`src/rtl/core/pdos_pkg.sv`:
```
// ----------------------------------------------------------------------------
// pdos_pkg
// Shared types for the point distance order sorter.
// ----------------------------------------------------------------------------
`default_nettype none

package pdos_pkg;

	typedef enum logic [1:0] {
		ST_IDLE,
		ST_FILL,
		ST_FLUSH,
		ST_DRAIN
	} state_t;

	// broadcast to every sort cell
	typedef struct packed {
		logic insert;
		logic shift;
	} cell_ctrl_t;

endpackage

`default_nettype wire

```
`src/rtl/core/point_distance_order_sorter_top.sv`:
```
// ----------------------------------------------------------------------------
// point_distance_order_sorter_top
// Point table with nearest-first readout by squared distance.
//
//   channel  dir  tdata / tuser / tlast
//   s_*      in   tdata: pos_x, pos_y   tuser: cmd (0 add, 1 query)
//   m_*      out  tdata: point_index, distance_sq   tlast: last of query
//
// An add word completes in its accept cycle. A query over n stored points
// reads one point a cycle from the table RAM, fills the sort chain through
// the four-stage distance pipeline, then hands out n words at one per cycle
// while m_tready is high. A query on an empty table completes in its accept
// cycle. Reset clears the point count and the chain; table contents stay
// undefined. s_tready is low while a query is in progress; m_tready low
// holds the current output word.
// ----------------------------------------------------------------------------
`default_nettype none

module point_distance_order_sorter_top #(
	parameter int MAX_POINTS = 8,
	parameter int COORD_BITS = 16,
	localparam int IDX_W      = $clog2(MAX_POINTS),
	localparam int IN_TDATA_W = ((2*COORD_BITS + 7) / 8) * 8,
	localparam int OUT_W      = IDX_W + 2*COORD_BITS + 1,
	localparam int OUT_TDATA_W = ((OUT_W + 7) / 8) * 8
) (
	input  wire logic                   clk,
	input  wire logic                   arst_n,
	input  wire logic                   s_tvalid,
	output logic                        s_tready,
	input  wire logic [IN_TDATA_W-1:0]  s_tdata,   // pos_x, pos_y
	input  wire logic                   s_tuser,   // cmd
	output logic                        m_tvalid,
	input  wire logic                   m_tready,
	output logic [OUT_TDATA_W-1:0]      m_tdata,   // point_index, distance_sq
	output logic                        m_tlast
);

	import pdos_pkg::*;

	localparam int C     = COORD_BITS;
	localparam int CNT_W = $clog2(MAX_POINTS + 1);
	localparam int KEY_W = 2*C + 1;

	state_t           state_q, state_nxt;
	logic [CNT_W-1:0] count_q;
	logic [CNT_W-1:0] rd_cnt_q;
	logic [C-1:0]     ref_x_q, ref_y_q;
	logic             rd_v_q;
	logic [IDX_W-1:0] rd_idx_q;

	logic             in_acc, add_acc, qry_acc, wr_en, rd_en, out_acc, last_rd;
	logic [2*C-1:0]   rd_data;

	logic             dist_v, dist_busy;
	logic [IDX_W-1:0] dist_idx;
	logic [KEY_W-1:0] dist_key;

	cell_ctrl_t       ctrl;
	logic [MAX_POINTS-1:0] cell_v;
	logic [MAX_POINTS-1:0] cell_take;
	logic [KEY_W-1:0] cell_key [MAX_POINTS];
	logic [IDX_W-1:0] cell_idx [MAX_POINTS];

	assign in_acc  = s_tvalid && s_tready;
	assign add_acc = in_acc && !s_tuser;
	assign qry_acc = in_acc && s_tuser;
	assign wr_en   = add_acc && (count_q < CNT_W'(MAX_POINTS));
	assign out_acc = m_tvalid && m_tready;
	assign last_rd = (rd_cnt_q + CNT_W'(1)) == count_q;

	// next state
	always_comb begin
		state_nxt = state_q;
		case (state_q)
			ST_IDLE: begin
				if (qry_acc && (count_q != '0)) begin
					state_nxt = ST_FILL;
				end
			end
			ST_FILL: begin
				if (last_rd) begin
					state_nxt = ST_FLUSH;
				end
			end
			ST_FLUSH: begin
				if (!rd_v_q && !dist_busy) begin
					state_nxt = ST_DRAIN;
				end
			end
			ST_DRAIN: begin
				if (out_acc && m_tlast) begin
					state_nxt = ST_IDLE;
				end
			end
			default: state_nxt = ST_IDLE;
		endcase
	end

	// outputs
	always_comb begin
		s_tready = 1'b0;
		rd_en    = 1'b0;
		m_tvalid = 1'b0;
		case (state_q)
			ST_IDLE:  s_tready = 1'b1;
			ST_FILL:  rd_en    = 1'b1;
			ST_FLUSH: ;
			ST_DRAIN: m_tvalid = cell_v[0];
			default:  ;
		endcase
	end

	assign ctrl.insert = dist_v;
	assign ctrl.shift  = out_acc;

	always_ff @(posedge clk or negedge arst_n) begin
		if (!arst_n) begin
			state_q  <= ST_IDLE;
			count_q  <= '0;
			rd_cnt_q <= '0;
			rd_v_q   <= 1'b0;
		end else begin
			state_q <= state_nxt;
			rd_v_q  <= rd_en;
			if (wr_en) begin
				count_q <= count_q + CNT_W'(1);
			end
			if (qry_acc) begin
				rd_cnt_q <= '0;
			end else if (rd_en) begin
				rd_cnt_q <= rd_cnt_q + CNT_W'(1);
			end
		end
	end

	always_ff @(posedge clk) begin
		if (qry_acc) begin
			ref_x_q <= s_tdata[C-1:0];
			ref_y_q <= s_tdata[2*C-1:C];
		end
		rd_idx_q <= rd_cnt_q[IDX_W-1:0];
	end

	pdos_ram #(
		.WIDTH (2*C),
		.DEPTH (MAX_POINTS)
	) u_table (
		.clk   (clk),
		.we    (wr_en),
		.waddr (count_q[IDX_W-1:0]),
		.wdata (s_tdata[2*C-1:0]),
		.re    (rd_en),
		.raddr (rd_cnt_q[IDX_W-1:0]),
		.rdata (rd_data)
	);

	pdos_dist #(
		.COORD_BITS (C),
		.IDX_W      (IDX_W)
	) u_dist (
		.clk      (clk),
		.arst_n   (arst_n),
		.in_v     (rd_v_q),
		.in_idx   (rd_idx_q),
		.pt_x     (rd_data[C-1:0]),
		.pt_y     (rd_data[2*C-1:C]),
		.ref_x    (ref_x_q),
		.ref_y    (ref_y_q),
		.out_v    (dist_v),
		.out_idx  (dist_idx),
		.out_dist (dist_key),
		.busy     (dist_busy)
	);

	for (genvar i = 0; i < MAX_POINTS; i++) begin : g_cell
		logic             p_take, p_v, n_v;
		logic [KEY_W-1:0] p_key, n_key;
		logic [IDX_W-1:0] p_idx, n_idx;

		if (i == 0) begin : g_head
			assign p_take = 1'b0;
			assign p_v    = 1'b0;
			assign p_key  = '0;
			assign p_idx  = '0;
		end else begin : g_mid
			assign p_take = cell_take[i-1];
			assign p_v    = cell_v[i-1];
			assign p_key  = cell_key[i-1];
			assign p_idx  = cell_idx[i-1];
		end

		if (i == MAX_POINTS - 1) begin : g_tail
			assign n_v   = 1'b0;
			assign n_key = '0;
			assign n_idx = '0;
		end else begin : g_body
			assign n_v   = cell_v[i+1];
			assign n_key = cell_key[i+1];
			assign n_idx = cell_idx[i+1];
		end

		pdos_cell #(
			.KEY_W (KEY_W),
			.IDX_W (IDX_W)
		) u_cell (
			.clk       (clk),
			.arst_n    (arst_n),
			.ctrl      (ctrl),
			.new_key   (dist_key),
			.new_idx   (dist_idx),
			.prev_take (p_take),
			.prev_v    (p_v),
			.prev_key  (p_key),
			.prev_idx  (p_idx),
			.next_v    (n_v),
			.next_key  (n_key),
			.next_idx  (n_idx),
			.take      (cell_take[i]),
			.valid     (cell_v[i]),
			.key       (cell_key[i]),
			.idx       (cell_idx[i])
		);
	end

	assign m_tdata = OUT_TDATA_W'({cell_key[0], cell_idx[0]});
	assign m_tlast = !cell_v[1];

	// ------------------------------------------------------------------------
	// assertions
	// ------------------------------------------------------------------------
	a_count_range: assert property (@(posedge clk) disable iff (!arst_n)
		count_q <= CNT_W'(MAX_POINTS))
		else $error("point count above table size");

	a_fill_count: assert property (@(posedge clk) disable iff (!arst_n)
		(state_q == ST_FLUSH) && (state_nxt == ST_DRAIN)
		|=> $countones(cell_v) == count_q)
		else $error("sort chain does not hold every point");

	a_head_order: assert property (@(posedge clk) disable iff (!arst_n)
		(state_q == ST_DRAIN) && cell_v[1] |-> cell_key[0] <= cell_key[1])
		else $error("chain head out of order");

	a_insert_window: assert property (@(posedge clk) disable iff (!arst_n)
		dist_v |-> (state_q == ST_FILL) || (state_q == ST_FLUSH))
		else $error("distance result outside a query");

	a_no_overlap: assert property (@(posedge clk) disable iff (!arst_n)
		!(s_tready && m_tvalid))
		else $error("input taken while output pending");

endmodule

`default_nettype wire

```
`src/rtl/core/pdos_ram.sv`:
```
// ----------------------------------------------------------------------------
// pdos_ram
// Generic single write port, single read port RAM with registered read.
// ----------------------------------------------------------------------------
`default_nettype none

module pdos_ram #(
	parameter int WIDTH = 32,
	parameter int DEPTH = 8
) (
	input  wire logic                     clk,
	input  wire logic                     we,
	input  wire logic [$clog2(DEPTH)-1:0] waddr,
	input  wire logic [WIDTH-1:0]         wdata,
	input  wire logic                     re,
	input  wire logic [$clog2(DEPTH)-1:0] raddr,
	output logic      [WIDTH-1:0]         rdata
);

	logic [WIDTH-1:0] mem_q [DEPTH];
	logic [WIDTH-1:0] rdata_q;

	always_ff @(posedge clk) begin
		if (we) begin
			mem_q[waddr] <= wdata;
		end
		if (re) begin
			rdata_q <= mem_q[raddr];
		end
	end

	assign rdata = rdata_q;

endmodule

`default_nettype wire

```
`src/rtl/core/pdos_dist.sv`:
```
// ----------------------------------------------------------------------------
// pdos_dist
// Four-stage squared distance pipeline: difference, magnitude, square, sum.
// ----------------------------------------------------------------------------
`default_nettype none

module pdos_dist #(
	parameter int COORD_BITS = 16,
	parameter int IDX_W      = 3
) (
	input  wire logic                    clk,
	input  wire logic                    arst_n,
	input  wire logic                    in_v,
	input  wire logic [IDX_W-1:0]        in_idx,
	input  wire logic [COORD_BITS-1:0]   pt_x,
	input  wire logic [COORD_BITS-1:0]   pt_y,
	input  wire logic [COORD_BITS-1:0]   ref_x,
	input  wire logic [COORD_BITS-1:0]   ref_y,
	output logic                         out_v,
	output logic [IDX_W-1:0]             out_idx,
	output logic [2*COORD_BITS:0]        out_dist,
	output logic                         busy
);

	localparam int C = COORD_BITS;

	logic           v_s1, v_s2, v_s3, v_s4;
	logic [IDX_W-1:0] idx_s1, idx_s2, idx_s3, idx_s4;
	logic [C:0]     dx_s1, dy_s1;
	logic [C-1:0]   ax_s2, ay_s2;
	logic [2*C-1:0] sqx_s3, sqy_s3;
	logic [2*C:0]   dist_s4;
	logic [C:0]     negx, negy;

	// magnitude of a C+1 bit difference always fits in C bits
	assign negx = dx_s1[C] ? (~dx_s1 + (C+1)'(1)) : dx_s1;
	assign negy = dy_s1[C] ? (~dy_s1 + (C+1)'(1)) : dy_s1;

	always_ff @(posedge clk or negedge arst_n) begin
		if (!arst_n) begin
			v_s1 <= 1'b0;
			v_s2 <= 1'b0;
			v_s3 <= 1'b0;
			v_s4 <= 1'b0;
		end else begin
			v_s1 <= in_v;
			v_s2 <= v_s1;
			v_s3 <= v_s2;
			v_s4 <= v_s3;
		end
	end

	always_ff @(posedge clk) begin
		idx_s1  <= in_idx;
		dx_s1   <= {pt_x[C-1], pt_x} - {ref_x[C-1], ref_x};
		dy_s1   <= {pt_y[C-1], pt_y} - {ref_y[C-1], ref_y};
		idx_s2  <= idx_s1;
		ax_s2   <= negx[C-1:0];
		ay_s2   <= negy[C-1:0];
		idx_s3  <= idx_s2;
		sqx_s3  <= ax_s2 * ax_s2;
		sqy_s3  <= ay_s2 * ay_s2;
		idx_s4  <= idx_s3;
		dist_s4 <= {1'b0, sqx_s3} + {1'b0, sqy_s3};
	end

	assign out_v    = v_s4;
	assign out_idx  = idx_s4;
	assign out_dist = dist_s4;
	assign busy     = v_s1 | v_s2 | v_s3 | v_s4;

endmodule

`default_nettype wire

```
`src/rtl/core/pdos_cell.sv`:
```
// ----------------------------------------------------------------------------
// pdos_cell
// One slot of the insertion sort chain: holds a key and an index, takes the
// new entry or its left neighbor on insert, its right neighbor on shift.
// ----------------------------------------------------------------------------
`default_nettype none

module pdos_cell #(
	parameter int KEY_W = 33,
	parameter int IDX_W = 3
) (
	input  wire logic                   clk,
	input  wire logic                   arst_n,
	input  pdos_pkg::cell_ctrl_t        ctrl,
	input  wire logic [KEY_W-1:0]       new_key,
	input  wire logic [IDX_W-1:0]       new_idx,
	input  wire logic                   prev_take,
	input  wire logic                   prev_v,
	input  wire logic [KEY_W-1:0]       prev_key,
	input  wire logic [IDX_W-1:0]       prev_idx,
	input  wire logic                   next_v,
	input  wire logic [KEY_W-1:0]       next_key,
	input  wire logic [IDX_W-1:0]       next_idx,
	output logic                        take,
	output logic                        valid,
	output logic [KEY_W-1:0]            key,
	output logic [IDX_W-1:0]            idx
);

	import pdos_pkg::*;

	logic             valid_q;
	logic [KEY_W-1:0] key_q;
	logic [IDX_W-1:0] idx_q;

	// strict compare keeps equal keys in arrival (index) order
	assign take = !valid_q || (key_q > new_key);

	always_ff @(posedge clk or negedge arst_n) begin
		if (!arst_n) begin
			valid_q <= 1'b0;
		end else if (ctrl.insert) begin
			if (prev_take) begin
				valid_q <= prev_v;
			end else if (take) begin
				valid_q <= 1'b1;
			end
		end else if (ctrl.shift) begin
			valid_q <= next_v;
		end
	end

	always_ff @(posedge clk) begin
		if (ctrl.insert) begin
			if (prev_take) begin
				key_q <= prev_key;
				idx_q <= prev_idx;
			end else if (take) begin
				key_q <= new_key;
				idx_q <= new_idx;
			end
		end else if (ctrl.shift) begin
			key_q <= next_key;
			idx_q <= next_idx;
		end
	end

	assign valid = valid_q;
	assign key   = key_q;
	assign idx   = idx_q;

endmodule

`default_nettype wire

```
`config.mk`:
```
export PLATFORM = sky130hd
export DESIGN_NAME = point_distance_order_sorter_top
export DESIGN_NICKNAME = d
export VERILOG_FILES = /design/src/rtl/core/pdos_pkg.sv /design/src/rtl/core/point_distance_order_sorter_top.sv /design/src/rtl/core/pdos_ram.sv /design/src/rtl/core/pdos_dist.sv /design/src/rtl/core/pdos_cell.sv
export SDC_FILE = /design/constraint.sdc
export NUM_CORES = 2
export LEC_CHECK = 0
export ABC_AREA = 1
export BUFFER_PORTS_ARGS = -buffer_cell sky130_fd_sc_hd__buf_2
export CAP_MARGIN = 10
export CORE_MARGIN = 5
export CORE_UTILIZATION = 60
export CTS_BUF_LIST = sky130_fd_sc_hd__clkbuf_4
export CTS_CLUSTER_SIZE = 12
export DETAILED_ROUTE_END_ITERATION = 7
export GPL_ROUTABILITY_DRIVEN = 0
export GPL_TIMING_DRIVEN = 0
export PLACE_DENSITY_LB_ADDON = 0.3
export SKIP_CTS_REPAIR_TIMING = 1
export SLEW_MARGIN = 20
export SYNTH_ARGS = -nofsm -noshare
export SYNTH_HDL_FRONTEND = slang
export SYNTH_SLANG_ARGS = --single-unit
```
`constraint.sdc`:
```
create_clock -name clk -period 6.6 [get_ports clk]
set_clock_uncertainty 0.15 [all_clocks]
set_input_delay 0.33 -clock clk [delete_from_list [all_inputs] [get_ports clk]]
set_output_delay 0.33 -clock clk [all_outputs]
set_load 0.005 [all_outputs]
```
==> impl_metrics.env <==
export IMPL_status="finished, violations left"
export IMPL_hold_class="in2async"
export IMPL_drc_errors=3
export IMPL_grt_util_all_layers=0.303
export IMPL_fillers=7424
export IMPL_num_rows=113
export IMPL_overflow=0
export IMPL_synth_edf_count=608
export IMPL_cts_tree="done"
export IMPL_final_max_slew_viol_count=0
export IMPL_firstDrtPassIters=8
export IMPL_ant_nets=0
export IMPL_grt_busiest_layer="met2"
export IMPL_pin_count=80
export IMPL_layout_common_cells="nand2_1, inv_1, edfxtp_1, ha_1, nor2_1"
export IMPL_syn_avg_cell_area_um2=8.88
export IMPL_worstMarginPinSlew_ns=0.982
export IMPL_syn_area_um2=56900
export IMPL_synth_seq_area_share=0.393
export IMPL_cp_max_fo=10
export IMPL_critPathKind="reg2reg"
export IMPL_synth_cell_type_count=56
export IMPL_grt_max_degree=38
export IMPL_wl_per_cell_um=19.2
export IMPL_grt_pass1_wl_um=242000
export IMPL_rsz0062_at_grt="yes"
export IMPL_netlist_instances=6400
export IMPL_final_cell_area_um2=62800
export IMPL_cts_root_buf="clkbuf_4"
export IMPL_worst_setup_path_start_kind="flop"
export IMPL_maxCapViolCount=0
export IMPL_port_buffers=75
export IMPL_fmax_ghz=0.157
export IMPL_final_hold_violation_count=0
export IMPL_synth_largest_area_cell="edfxtp_1"
export IMPL_finalCriticalPeriod_ns=6.37
export IMPL_core_region_area_um2=94600
export IMPL_first_global_vias=46400
export IMPL_drt_iter0_markers=4878
export IMPL_routed_via_count=46700
export IMPL_numClockSinks=807
export IMPL_ys_async_sr_fraction=0.0285
export IMPL_die_x_um=318
export IMPL_final_cells=8212
export IMPL_grt_util_met3=0.0529
export IMPL_post_route_util=0.664
export IMPL_nets=7668
export IMPL_synth_main_ff_cell="edfxtp_1"
export IMPL_place_area_um2=59300
export IMPL_timing_final_crit_share=0.965
export IMPL_met1_usage=0.346
export IMPL_clockBufferDepth=3
export IMPL_synth_top_area_frac=0.321
export IMPL_drive_gt1_frac=0.0965
export IMPL_use_met2=0.532
export IMPL_routed_wl_um=158000
export IMPL_setup_viol=0
export IMPL_yosys_top_cells_area="edfxtp_1, ha_1, fa_1, nand2_1, inv_1"
export IMPL_cp_arrival_ns=7.20
export IMPL_endpoint_kind="flop"
export IMPL_dp_hpwl_um=122000
export IMPL_clkTransAtPathRegs_ns=0.09
export IMPL_area_growth_pct=10.4
export IMPL_vias_per_cell=5.68
export IMPL_dp_cells=7769
export IMPL_final_common_cell="nand2_1"
export IMPL_ctsHtreeMaxLevel=4
export IMPL_fp_dieArea_um2=101000
export IMPL_antenna_found_initial=6
export IMPL_ys_warn_count=0
export IMPL_dieHeight_um=318
export IMPL_numCtsBuffers=204
export IMPL_required_ns=7.43
export IMPL_maxSlewHeadroom=0.345
export IMPL_ys_ff_latch=807
export IMPL_clk_latency_ns=1.14
export IMPL_start_util=0.601
export IMPL_violations="design-rule violations"
## worst paths after layout
path                            slack [ns]                endpoint  cells after the start              from
worst max-delay path                  0.23       u_dist.sqy_s3[29]                     21   u_dist.ay_s2[2]
worst min-delay path                  0.14  g_cell[0].u_cell.valid                      4            arst_n
worst min register to register        0.18        u_dist.idx_s2[1]                      0  u_dist.idx_s1[1]
worst max register to register        0.23       u_dist.sqy_s3[29]                     21   u_dist.ay_s2[2]
min in group clk                      0.16  g_cell[0].u_cell.valid                      5          m_tready
max in group asynchronous             5.93              state_q[1]                      4            arst_n
## critical path, stage by stage, from the launching register on
cell	delay, ns
dfxtp_1	0.51
clkbuf_1	0.45
nand2_1	0.15
fa_1	0.54
fa_1	0.56
inv_1	0.05
fa_1	0.48
fa_1	0.52
fa_1	0.55
inv_1	0.05
fa_1	0.53
inv_1	0.04
ha_1	0.38
a21oi_1	0.19
o21ai_0	0.14
a21oi_1	0.29
nand3_1	0.20
a21o_1	0.22
nand2_1	0.07
nand2_1	0.05
nand2_1	0.06
nand2_1	0.04
## synthesized netlist by cell type (all sizes together), types with 2 or more instances
library cell,instances
nand3,304
o21bai,15
o21a,11
fa,326
edfxtp,608
clkbuf,153
xor2,110
buf,96
nor2,508
dfrtp,23
dfxtp,176
o221ai,3
a21o,29
nor3,40
nand4,32
inv,947
o21ai,476
a31o,4
ha,536
o2111ai,2
nor3b,3
and3,2
xnor2,51
a21boi,10
a31oi,44
a21oi,304
nand3b,9
o31ai,2
o22ai,34
nand2,1525
or2,5
o211ai,2
nor4,4
## final cells by class
cell class | count | area, um2 | area share
multi-input cells | 4399 | 29800 | 0.475
diodes | 6 | 15.0 | 0.000239
plain buffers | 235 | 1180 | 0.0188
clock inverters | 72 | 427 | 0.00680
repair buffers | 174 | 1520 | 0.0242
inverters | 948 | 3560 | 0.0568
clock buffers | 306 | 2300 | 0.0366
well taps | 1265 | 1580 | 0.0252
flip-flops and latches | 807 | 22400 | 0.356
## registers in the layout, indices dropped and copies added, names as in the netlist, 2 cells and up
name                 cells
u_table.rdata           32
u_dist.out_idx           3
u_dist.sqx_s3           31
g_cell.u_cell.valid      8
u_dist.ax_s2            16
rd_cnt_q                 4
u_dist.ay_s2            16
g_cell.u_cell.key      264
u_dist.out_dist         33
u_dist.dx_s1            17
u_dist.idx_s1            3
u_dist.idx_s3            3
g_cell.u_cell.idx       24
ref_y_q                 16
u_dist.idx_s2            3
u_dist.dy_s1            17
u_table.mem_q          256
u_dist.sqy_s3           31
state_q                  2
count_q                  4
rd_idx_q                 3
ref_x_q                 16
## kinds of logic (layout without fill, tap and decap cells)
family	after synthesis	count (layout)	share of synthesized area
xor gates and xnor gates	161	161	0.0248
other	1	10	0.0000660
and+or+nand+nor	2433	2433	0.177
DFF	807	807	0.393
AOI/OAI and AO/OA	939	939	0.0884
adders and majority gates	862	862	0.233
buffers and inverters	1197	1735	0.0836
## metal layers
| metal | up-vias | routed length (um) |
|---|---|---|
| met5 | - | 0 |
| met4 | 0 | 10500 |
| met3 | 610 | 13800 |
| met2 | 2408 | 78400 |
| met1 | 21900 | 55200 |
| li1 | 21800 | - |
## metrics by stage
step / setup TNS, ns / hold WS, ns / setup slack (ns)
after floorplan: 0 / -0.116 / 0.928
after global placement: -0.255 / 0.162 / -0.157
after detailed placement: -0.431 / 0.162 / -0.183
after CTS: -0.603 / -1.00 / -0.213
after global routing: -0.0543 / 0.124 / -0.0543
final: 0 / 0.142 / 0.232
Power is not shown: default switching activity piles up to over one toggle a cycle in this logic, so the estimate is an artifact.
